## src/hw/rtl/ctcs_pkg.sv

```systemverilog
// ---------------------------------------------------------------------------
// ctcs_pkg
// Shared types and constants of the comparator trim calibration sequencer.
// ---------------------------------------------------------------------------
`default_nettype none

package ctcs_pkg;

    // sweep limits
    localparam logic [3:0] MAX_UP_OFFSET   = 4'd7;
    localparam logic [3:0] MAX_DOWN_OFFSET = 4'd8;

    // fixed bus addresses
    localparam logic [15:0] SEL_ADDR    = 16'h1020;
    localparam logic [15:0] STATUS_ADDR = 16'h1029;

    // configuration register indexes
    localparam logic [2:0] CFG_VOLTAGE_SELECT  = 3'd0;
    localparam logic [2:0] CFG_TRIM_ADDRESS    = 3'd1;
    localparam logic [2:0] CFG_DEFAULT_TRIM    = 3'd2;
    localparam logic [2:0] CFG_RESULT_BIT      = 3'd3;
    localparam logic [2:0] CFG_TRIM_NIBBLE     = 3'd4;
    localparam logic [2:0] CFG_DAC_INITIAL     = 3'd5;
    localparam logic [2:0] CFG_DAC_LOWER       = 3'd6;
    localparam logic [2:0] CFG_DAC_HIGHER      = 3'd7;

    typedef enum logic [1:0] {
        PH_WAIT = 2'd0,
        PH_CAL  = 2'd1,
        PH_DONE = 2'd2
    } phase_t;

    typedef enum logic [2:0] {
        STEP_DAC        = 3'd0,
        STEP_SEL_WRITE  = 3'd1,
        STEP_DEF_TRIM   = 3'd2,
        STEP_FIRST_READ = 3'd3,
        STEP_TRIM_WRITE = 3'd4,
        STEP_CMP_READ   = 3'd5,
        STEP_SAVE_READ  = 3'd6
    } step_t;

    typedef enum logic [2:0] {
        RQ_NONE = 3'd0,
        RQ_DAC  = 3'd1,
        RQ_MEMW = 3'd2,
        RQ_PHYW = 3'd3,
        RQ_MEMR = 3'd4,
        RQ_PHYR = 3'd5
    } req_kind_t;

    typedef enum logic [1:0] {
        RT_NONE   = 2'd0,
        RT_LOWER  = 2'd1,
        RT_HIGHER = 2'd2
    } retest_t;

    typedef struct packed {
        logic [7:0]  voltage_select;
        logic [15:0] trim_register_address;
        logic [15:0] default_trim_word;
        logic [2:0]  result_bit_index;
        logic [1:0]  trim_nibble_index;
        logic [23:0] dac_initial_words;
        logic [15:0] dac_lower_retest_words;
        logic [15:0] dac_higher_retest_words;
    } cfg_t;

    typedef struct packed {
        req_kind_t   kind;
        logic [15:0] address;
        logic [23:0] data;
        phase_t      phase;
        logic        failed;
        logic        direction;
        logic [3:0]  offset;
        logic [15:0] saved_word;
    } result_t;

endpackage

`default_nettype wire

```

## src/hw/rtl/ctcs_cfg.sv

```systemverilog
// ---------------------------------------------------------------------------
// ctcs_cfg
// Configuration register file of the calibration sequencer.
// ---------------------------------------------------------------------------
`default_nettype none

module ctcs_cfg (
    input  wire logic         clk,
    input  wire logic         rst_n,
    input  wire logic         wr_en,
    input  wire logic [2:0]   wr_index,
    input  wire logic [23:0]  wr_data,
    output ctcs_pkg::cfg_t    cfg,
    output logic              dac_load
);
    import ctcs_pkg::*;

    cfg_t cfg_reg;
    cfg_t cfg_next;

    always_comb
    begin
        cfg_next = cfg_reg;
        if (wr_en)
        begin
            unique case (wr_index)
                CFG_VOLTAGE_SELECT: cfg_next.voltage_select          = wr_data[7:0];
                CFG_TRIM_ADDRESS:   cfg_next.trim_register_address   = wr_data[15:0];
                CFG_DEFAULT_TRIM:   cfg_next.default_trim_word       = wr_data[15:0];
                CFG_RESULT_BIT:     cfg_next.result_bit_index        = wr_data[2:0];
                CFG_TRIM_NIBBLE:    cfg_next.trim_nibble_index       = wr_data[1:0];
                CFG_DAC_INITIAL:    cfg_next.dac_initial_words       = wr_data;
                CFG_DAC_LOWER:      cfg_next.dac_lower_retest_words  = wr_data[15:0];
                CFG_DAC_HIGHER:     cfg_next.dac_higher_retest_words = wr_data[15:0];
                default:            cfg_next = cfg_reg;
            endcase
        end
    end

    always_ff @(posedge clk or negedge rst_n)
    begin
        if (!rst_n)
        begin
            cfg_reg <= '0;
        end
        else
        begin
            cfg_reg <= cfg_next;
        end
    end

    assign cfg      = cfg_reg;
    assign dac_load = wr_en && (wr_index == CFG_DAC_INITIAL);

endmodule

`default_nettype wire

```

## src/hw/rtl/ctcs_core.sv

```systemverilog
// ---------------------------------------------------------------------------
// ctcs_core
// Sequencer state and per-step logic: picks the bus request from the state
// and folds the bus outcome into the next state.
// ---------------------------------------------------------------------------
`default_nettype none

module ctcs_core (
    input  wire logic           clk,
    input  wire logic           rst_n,
    input  wire ctcs_pkg::cfg_t cfg,
    input  wire logic           dac_load,
    input  wire logic [15:0]    dac_load_words,
    input  wire logic           accept,
    input  wire logic           bus_passed,
    input  wire logic [7:0]     read_low_byte,
    input  wire logic [7:0]     read_high_byte,
    output ctcs_pkg::result_t   result
);
    import ctcs_pkg::*;

    phase_t      phase_reg,  phase_next;
    step_t       step_reg,   step_next;
    logic        dir_reg,    dir_next;
    logic [3:0]  offset_reg, offset_next;
    retest_t     retest_reg, retest_next;
    logic [15:0] dac_reg,    dac_next;
    logic        fail_reg,   fail_next;
    logic [15:0] saved_reg,  saved_next;

    req_kind_t   kind;
    logic [15:0] address;
    logic [23:0] data;

    logic        cmp;
    logic [3:0]  limit;
    logic        trim_bad;
    logic [7:0]  delta;
    logic [7:0]  trim_lo;
    logic [7:0]  trim_hi;
    logic [15:0] trim_word;

    assign cmp   = read_low_byte[cfg.result_bit_index];
    assign limit = dir_reg ? MAX_DOWN_OFFSET : MAX_UP_OFFSET;

    // offset lands on the low or high nibble of the chosen byte
    always_comb
    begin
        trim_bad = offset_reg > limit;
        delta    = cfg.trim_nibble_index[0] ? {offset_reg, 4'd0} : {4'd0, offset_reg};
        trim_lo  = cfg.default_trim_word[7:0];
        trim_hi  = cfg.default_trim_word[15:8];
        if (!cfg.trim_nibble_index[1])
        begin
            trim_lo = dir_reg ? (trim_lo - delta) : (trim_lo + delta);
        end
        else
        begin
            trim_hi = dir_reg ? (trim_hi - delta) : (trim_hi + delta);
        end
        trim_word = trim_bad ? 16'd0 : {trim_hi, trim_lo};
    end

    // request issued by the current state
    always_comb
    begin
        kind    = RQ_NONE;
        address = 16'd0;
        data    = 24'd0;
        unique case (phase_reg)
            PH_WAIT:
            begin
                kind = RQ_DAC;
                data = {dac_reg, cfg.dac_initial_words[7:0]};
            end
            PH_CAL:
            begin
                unique case (step_reg)
                    STEP_DAC:
                    begin
                        kind = RQ_DAC;
                        data = {dac_reg, cfg.dac_initial_words[7:0]};
                    end
                    STEP_SEL_WRITE:
                    begin
                        kind    = RQ_MEMW;
                        address = SEL_ADDR;
                        data    = {16'd0, cfg.voltage_select};
                    end
                    STEP_DEF_TRIM:
                    begin
                        kind    = RQ_PHYW;
                        address = cfg.trim_register_address;
                        data    = {8'd0, cfg.default_trim_word};
                    end
                    STEP_FIRST_READ, STEP_CMP_READ:
                    begin
                        kind    = RQ_MEMR;
                        address = STATUS_ADDR;
                    end
                    STEP_TRIM_WRITE:
                    begin
                        kind    = RQ_PHYW;
                        address = cfg.trim_register_address;
                        data    = {8'd0, trim_word};
                    end
                    STEP_SAVE_READ:
                    begin
                        kind    = RQ_PHYR;
                        address = cfg.trim_register_address;
                    end
                    default:
                    begin
                        kind = RQ_NONE;
                    end
                endcase
            end
            default:
            begin
                kind = RQ_NONE;
            end
        endcase
    end

    // next state from the bus outcome
    always_comb
    begin
        phase_next  = phase_reg;
        step_next   = step_reg;
        dir_next    = dir_reg;
        offset_next = offset_reg;
        retest_next = retest_reg;
        dac_next    = dac_reg;
        fail_next   = fail_reg;
        saved_next  = saved_reg;
        unique case (phase_reg)
            PH_WAIT:
            begin
                step_next  = STEP_DAC;
                phase_next = PH_CAL;
            end
            PH_CAL:
            begin
                unique case (step_reg)
                    STEP_DAC:
                    begin
                        step_next = STEP_SEL_WRITE;
                    end
                    STEP_SEL_WRITE:
                    begin
                        if (bus_passed)
                        begin
                            step_next = STEP_DEF_TRIM;
                        end
                    end
                    STEP_DEF_TRIM:
                    begin
                        dir_next    = 1'b0;
                        offset_next = 4'd0;
                        if (bus_passed)
                        begin
                            step_next = STEP_FIRST_READ;
                        end
                    end
                    STEP_FIRST_READ:
                    begin
                        if (bus_passed)
                        begin
                            dir_next    = !cmp;
                            offset_next = 4'd1;
                            step_next   = STEP_TRIM_WRITE;
                        end
                    end
                    STEP_TRIM_WRITE:
                    begin
                        if (trim_bad)
                        begin
                            fail_next = 1'b1;
                        end
                        if (bus_passed)
                        begin
                            step_next = STEP_CMP_READ;
                        end
                    end
                    STEP_CMP_READ:
                    begin
                        if (bus_passed)
                        begin
                            // comparator not flipped yet: keep sweeping, else retest once or fail
                            if (cmp != dir_reg)
                            begin
                                if (offset_reg < limit)
                                begin
                                    offset_next = offset_reg + 4'd1;
                                    step_next   = STEP_TRIM_WRITE;
                                end
                                else if (offset_reg == limit && retest_reg == RT_NONE)
                                begin
                                    if (!dir_reg)
                                    begin
                                        retest_next = RT_LOWER;
                                        dac_next    = cfg.dac_lower_retest_words;
                                    end
                                    else
                                    begin
                                        retest_next = RT_HIGHER;
                                        dac_next    = cfg.dac_higher_retest_words;
                                    end
                                    step_next = STEP_DAC;
                                end
                                else
                                begin
                                    fail_next = 1'b1;
                                end
                            end
                            else if (offset_reg <= limit)
                            begin
                                step_next = STEP_SAVE_READ;
                            end
                            else
                            begin
                                fail_next = 1'b1;
                            end
                        end
                    end
                    STEP_SAVE_READ:
                    begin
                        if (bus_passed)
                        begin
                            saved_next = {read_high_byte, read_low_byte};
                            phase_next = PH_DONE;
                            step_next  = STEP_DAC;
                        end
                    end
                    default:
                    begin
                        step_next = step_reg;
                    end
                endcase
            end
            default:
            begin
                phase_next = phase_reg;
            end
        endcase
    end

    always_ff @(posedge clk or negedge rst_n)
    begin
        if (!rst_n)
        begin
            phase_reg  <= PH_WAIT;
            step_reg   <= STEP_DAC;
            dir_reg    <= 1'b0;
            offset_reg <= 4'd0;
            retest_reg <= RT_NONE;
            dac_reg    <= 16'd0;
            fail_reg   <= 1'b0;
            saved_reg  <= 16'd0;
        end
        else
        begin
            if (accept)
            begin
                phase_reg  <= phase_next;
                step_reg   <= step_next;
                dir_reg    <= dir_next;
                offset_reg <= offset_next;
                retest_reg <= retest_next;
                fail_reg   <= fail_next;
                saved_reg  <= saved_next;
            end
            // a dac table write reloads the active words
            if (dac_load)
            begin
                dac_reg <= dac_load_words;
            end
            else if (accept)
            begin
                dac_reg <= dac_next;
            end
        end
    end

    always_comb
    begin
        result.kind       = kind;
        result.address    = address;
        result.data       = data;
        result.phase      = phase_next;
        result.failed     = fail_next;
        result.direction  = dir_next;
        result.offset     = offset_next;
        result.saved_word = saved_next;
    end

endmodule

`default_nettype wire

```

## src/hw/rtl/comparator_trim_calibration_sequencer_unit.sv

```systemverilog
// ---------------------------------------------------------------------------
// comparator_trim_calibration_sequencer_unit
// Step sequencer that trims a comparator offset through bus requests.
// ---------------------------------------------------------------------------
// Usage:
// - step channel (step_valid/step_ready): one beat per sequencer step, with
//   the pass flag and read bytes of the bus transaction of that step.
// - result channel (result_valid/result_ready): one beat per step beat, with
//   the request issued in that step and the state after the step.
// - cfg channel (cfg_valid/cfg_ready, cfg_index, cfg_data): register writes,
//   always ready; write only while no step is in flight.
// A step accepted at an edge shows its result beat right after that edge.
// Throughput is one step per cycle while the receiver does not stall; the
// state update is a single pass of logic into the state registers and one
// result register.
// When the receiver stalls, the result register holds its beat and
// step_ready stays high only if that beat is taken in the same cycle.
// Reset clears all registers; the sequencer starts in the waiting phase.
// ---------------------------------------------------------------------------
`default_nettype none

module comparator_trim_calibration_sequencer_unit (
    input  wire logic         clk,
    input  wire logic         rst_n,
    input  wire logic         step_valid,
    output logic              step_ready,
    input  wire logic         bus_passed,
    input  wire logic [7:0]   read_low_byte,
    input  wire logic [7:0]   read_high_byte,
    output logic              result_valid,
    input  wire logic         result_ready,
    output logic [2:0]        request_kind,
    output logic [15:0]       request_address,
    output logic [23:0]       request_data,
    output logic [1:0]        phase,
    output logic              failed,
    output logic              sweep_direction,
    output logic [3:0]        current_offset,
    output logic [15:0]       saved_trim_word,
    input  wire logic         cfg_valid,
    output logic              cfg_ready,
    input  wire logic [2:0]   cfg_index,
    input  wire logic [23:0]  cfg_data
);
    import ctcs_pkg::*;

    cfg_t        cfg;
    logic        dac_load;
    logic        accept;
    result_t     step_result;
    result_t     result_reg;
    logic        valid_reg;
    logic        valid_next;

    assign cfg_ready  = 1'b1;
    assign step_ready = !valid_reg || result_ready;
    assign accept     = step_valid && step_ready;

    ctcs_cfg u_cfg (
        .clk      (clk),
        .rst_n    (rst_n),
        .wr_en    (cfg_valid && cfg_ready),
        .wr_index (cfg_index),
        .wr_data  (cfg_data),
        .cfg      (cfg),
        .dac_load (dac_load)
    );

    ctcs_core u_core (
        .clk            (clk),
        .rst_n          (rst_n),
        .cfg            (cfg),
        .dac_load       (dac_load),
        .dac_load_words (cfg_data[23:8]),
        .accept         (accept),
        .bus_passed     (bus_passed),
        .read_low_byte  (read_low_byte),
        .read_high_byte (read_high_byte),
        .result         (step_result)
    );

    always_comb
    begin
        valid_next = valid_reg;
        if (accept)
        begin
            valid_next = 1'b1;
        end
        else if (result_ready)
        begin
            valid_next = 1'b0;
        end
    end

    always_ff @(posedge clk or negedge rst_n)
    begin
        if (!rst_n)
        begin
            valid_reg <= 1'b0;
        end
        else
        begin
            valid_reg <= valid_next;
        end
    end

    // result beat payload
    always_ff @(posedge clk or negedge rst_n)
    begin
        if (!rst_n)
        begin
            result_reg <= '0;
        end
        else if (accept)
        begin
            result_reg <= step_result;
        end
    end

    assign result_valid    = valid_reg;
    assign request_kind    = result_reg.kind;
    assign request_address = result_reg.address;
    assign request_data    = result_reg.data;
    assign phase           = result_reg.phase;
    assign failed          = result_reg.failed;
    assign sweep_direction = result_reg.direction;
    assign current_offset  = result_reg.offset;
    assign saved_trim_word = result_reg.saved_word;

`ifndef SYNTH
    a_accept_gives_result: assert property (
        @(posedge clk) disable iff (!rst_n)
        accept |=> result_valid
    ) else $error("step beat accepted without a result beat");

    a_offset_range: assert property (
        @(posedge clk) disable iff (!rst_n)
        result_valid |-> (current_offset <= MAX_DOWN_OFFSET)
    ) else $error("trim offset beyond sweep range");

    a_phase_code: assert property (
        @(posedge clk) disable iff (!rst_n)
        result_valid |-> (phase != 2'd3)
    ) else $error("unused phase code in result");

    a_dac_no_address: assert property (
        @(posedge clk) disable iff (!rst_n)
        (result_valid && request_kind == RQ_DAC) |-> (request_address == 16'd0)
    ) else $error("dac request carries a bus address");
`endif

endmodule

`default_nettype wire

```

## config.mk

```make
export PLATFORM = sky130hd
export DESIGN_NAME = comparator_trim_calibration_sequencer_unit
export DESIGN_NICKNAME = d
export VERILOG_FILES = /design/src/hw/rtl/ctcs_pkg.sv /design/src/hw/rtl/ctcs_cfg.sv /design/src/hw/rtl/ctcs_core.sv /design/src/hw/rtl/comparator_trim_calibration_sequencer_unit.sv
export SDC_FILE = /design/constraint.sdc
export NUM_CORES = 1
export LEC_CHECK = 0
export BUFFER_PORTS_ARGS = -buffer_cell sky130_fd_sc_hd__buf_2
export CORE_MARGIN = 2
export CORE_UTILIZATION = 30
export CTS_CLUSTER_SIZE = 20
export DETAILED_ROUTE_END_ITERATION = 16
export GPL_TIMING_DRIVEN = 0
export SYNTH_ARGS = -nofsm -noshare
export SYNTH_HDL_FRONTEND = slang
export SYNTH_SLANG_ARGS = --single-unit
```

## constraint.sdc

```tcl
create_clock -name clk -period 9.3 [get_ports clk]
set_input_delay 0.465 -clock clk [delete_from_list [all_inputs] [get_ports clk]]
set_output_delay 0.465 -clock clk [all_outputs]
set_load 0.03 [all_outputs]
```

==> results.md <==
- Sw Share: 41.4%
- Mapped Cells: 837
- Max_cap viols: 0
- Post-CTS setup buffers: 0
- DPL Wire Length: 19100 µm
- Die height: 175 µm
- Crit end category: flop
- Global router's overall resource usage: 17.1%
- Area grow syn2layout: 19.2%
- Std cell rows: 62
- Total negative slack: 0 ns
- Cts bufs inserted: 17
- CTS tree: built
- Max Freq: 214 MHz
- R2R Path End: request_data[15]$_DFFE_PN0P_
- Synth top area share: 49.5%
- Setup violations, final: 0
- CP required: 9.67 ns
- Critical Path Sink: request_data[15]$_DFFE_PN0P_
- Area leader, netlist: dfrtp_1
- Die W: 175 µm
- Final slew viol count: 0
- Cell Area, Synth: 0.00879 mm²
- Synthesis Warnings: 0
- Clock slew at reported path FFs: 0.07 ns
- I/O Buffers: 114
- CP startpoint: u_cfg.cfg[56]$_DFFE_PN0P_
- P per Cell Area: 310 mW/mm²
- Initial antenna violation count: 0
- Status: complete, no violations
- Worst r2r src: u_cfg.cfg[56]$_DFFE_PN0P_
- Type of origin of the critical path: flop
- FF-to-FF setup slack: 4.63 ns
- CTS Sinks: 174
- Part of the power in registers: 33.9%
- Root buffer cell: clkbuf_16
- Main synth FF type: dfrtp_1
- Clk network pwr share: 23.0%
- Drt pass-1 iters: 5
- Post-synth EDFFs: 0
- Nets@finish: 1030
- CTS Hold Buffers Added: 0
- Worst min-delay path class: in2async
- H-tree levels: 4
- Synthesized Nets: 896
- #FFs+latches synth: 174
- Diodes inserted: 0
- Power Internal: 1.90 mW
- Layout cells sized above 1: 26.5%
- Vias per Instance: 5.12
- Clock Latency Late Sink: 0.44 ns
- Clk buf depth: 2
- Core Area: 0.0288 mm²
- Vias: 6998
- Initial Utilization: 30.5%
- Psw: 1.34 mW
- CP Data Arrival Time: 5.04 ns
- Number of global-route vias before repair: 6837
- Async SR Flop Fraction: 100%
- DR DRC count: 0
- Slew headroom: 14.7%
- I/O pins: 119
- DRT Wirelength: 25800 µm
- Pin count of the biggest net entering global routing: 97
- GRT Residual Overflow: 0
- Final Power: 3.25 mW
- First-pass GRT wire length: 39900 µm
- CP Max Fanout: 10
- Worst Max-Slew Pin Slew: 1.27 ns
- Crit Path Class: reg2reg
- Max reg flops: 85
- Post-layout min period: 4.67 ns
- DRT iter0 DRCs: 504
- Worst Skew: 0.0185 ns
- Part of the power in combinational logic: 43.1%
- Cts repair resizes: 0
- Reg2reg path depth: 17
- Avg Cell Area, Syn: 10.5 µm²
- DIE AREA: 0.0307 mm²
- Placer Congestion: 0.899
- Post-DRT Antenna Nets: 0
- Wire length per cell: 18.9 µm
- Final hold violations: 0
- Crit share post-route: 50.2%
- Static leakage: 4.65 nW
- Number of library cell types mapped by synthesis: 65
- Sequential area share after synthesis: 49.5%
- Peak VDD IR: 0.000124 V
- RSZ-0062 raised after global routing: no
- Area contributors post-synth: dfrtp_1, mux2_2, nor2_1, a21oi_1, mux2i_1
-- metal layers --
layer / vias to the layer above / part of all wire (%) / GRT usage [%]
li1: 3285 / - / -
met2: 232 / 45 / 26.6
met3: 21 / 6.7 / 3.96
met4: 0 / 1.2 / 4.27
met5: - / 0 / 0
met1: 3460 / 47 / 23.9
-- synthesized netlist by cell type (3+ instances only) --
| master | count |
|---|---|
| xnor2_1 | 13 |
| a221oi_1 | 7 |
| dfrtp_1 | 174 |
| nand4_1 | 4 |
| nand2_1 | 67 |
| a21o_1 | 3 |
| clkbuf_1 | 39 |
| o211ai_1 | 6 |
| maj3_1 | 6 |
| mux2i_1 | 26 |
| a211oi_1 | 4 |
| nand3_1 | 10 |
| buf_1 | 7 |
| a22o_1 | 22 |
| o21ai_0 | 47 |
| o21a_1 | 4 |
| nand2b_1 | 10 |
| or3_1 | 3 |
| ha_1 | 8 |
| nand4b_1 | 3 |
| nor2_1 | 97 |
| a31oi_1 | 9 |
| nor3_1 | 9 |
| inv_1 | 16 |
| maj3_2 | 3 |
| and2_1 | 6 |
| nor2b_1 | 9 |
| a221o_1 | 7 |
| mux2_2 | 99 |
| nor4_1 | 3 |
| buf_4 | 4 |
| o22ai_1 | 8 |
| xor2_1 | 4 |
| o21bai_1 | 6 |
| and3_1 | 3 |
| a21oi_1 | 52 |
-- cell usage in the layout (no fill, tap or decap), types with 4 or more instances in the layout --
cell | Yosys | layout
maj3_1 | 6 | 6
buf_1 | 7 | 7
a211oi_1 | 4 | 4
o21ai_0 | 47 | 47
nor2_1 | 97 | 97
inv_1 | 16 | 16
o21a_1 | 4 | 4
ha_1 | 8 | 8
mux2i_1 | 26 | 26
and2_1 | 6 | 6
xor2_1 | 4 | 4
a31oi_1 | 9 | 9
mux2_2 | 99 | 99
nor2b_1 | 9 | 9
nand2_1 | 67 | 67
a22o_1 | 22 | 22
buf_2 | 1 | 114
nand2b_1 | 10 | 10
buf_4 | 4 | 4
o22ai_1 | 8 | 8
xnor2_1 | 13 | 13
nor3_1 | 9 | 9
dfrtp_1 | 174 | 174
clkbuf_1 | 39 | 42
o211ai_1 | 6 | 6
a21oi_1 | 52 | 52
o21bai_1 | 6 | 6
a221oi_1 | 7 | 7
clkbuf_16 | 0 | 17
a221o_1 | 7 | 7
nand4_1 | 4 | 4
nand3_1 | 10 | 10
-- cell families after synthesis --
kind of cell | Yosys count | synth area share [%]
AND/OR/NAND/NOR | 236 | 12.3
AO/OA/AOI/OAI | 194 | 14.4
flip-flops | 174 | 49.5
multiplexers | 127 | 16.2
buffers and inverters | 69 | 3.23
adder cells (fa/ha/maj) | 19 | 2.66
XOR/XNOR | 17 | 1.69
other | 1 | 0.0427
-- per-stage QoR --
stage	cell area [µm²]	hold WS [ns]	setup WS [ns]	std cells	utilization, %
4_1_cts	10500	0.0821	4.75	1368	36.4
6_report	10500	0.0463	4.63	1368	36.4
5_1_grt	10500	0.102	4.38	1368	36.4
3_5_place_dp	9880	0.458	4.77	1336	34.3
3_3_place_gp	9840	0.450	4.84	1335	34.2
2_1_floorplan	8790	0.169	5.38	837	-
-- final cells by class --
| cell class | count | area, µm² |
|---|---|---|
| plain buffers | 53 | 224 |
| clock buffers | 21 | 450 |
| clock inverters | 11 | 153 |
| fillers | 2879 | 18300 |
| inverters | 16 | 60.1 |
| multi-input cells | 594 | 4150 |
| flip-flops and latches | 174 | 4350 |
| well taps | 384 | 480 |
| repair buffers | 115 | 608 |
-- worst min-delay path by stage --
stage | startpoint | endpoint | slack [ns] | depth (start not counted)
after detailed placement | u_core.retest_reg[0]$_DFFE_PN0P_ | u_core.retest_reg[0]$_DFFE_PN0P_ | 0.46 | 1
after CTS | rst_n | request_address[8]$_DFFE_PN0P_ | 0.08 | 1
after global placement | u_core.retest_reg[1]$_DFFE_PN0P_ | u_core.retest_reg[1]$_DFFE_PN0P_ | 0.45 | 1
final | rst_n | request_address[6]$_DFFE_PN0P_ | 0.05 | 1
after global routing | rst_n | u_cfg.cfg[85]$_DFFE_PN0P_ | 0.10 | 1
after floorplan | rst_n | request_address[0]$_DFFE_PN0P_ | 0.17 | 0
-- worst max-delay path, cell delays in order, from the launching register on --
cell	delay, ns
dfrtp_1	0.41
clkbuf_2	0.19
nor2b_1	0.36
inv_1	0.23
ha_1	0.33
nand2_1	0.04
o21ai_0	0.33
inv_1	0.20
ha_1	0.33
nor2_1	0.10
a21oi_1	0.05
maj3_1	0.42
o21ai_0	0.24
a311oi_1	0.14
o311ai_0	0.36
or3b_2	0.51
mux2_2	0.29
nand2_1	0.05
-- power by group through the flow --
stage,clock network [mW],registers [mW],logic [mW]
floorplan,0,1.26,0.809
global placement,0,1.11,1.37
detailed placement,0,1.11,1.39
CTS,0.764,1.10,1.40
global route,0.796,1.13,1.52
finish,0.746,1.10,1.40
Power figures use the tool's default switching activity.
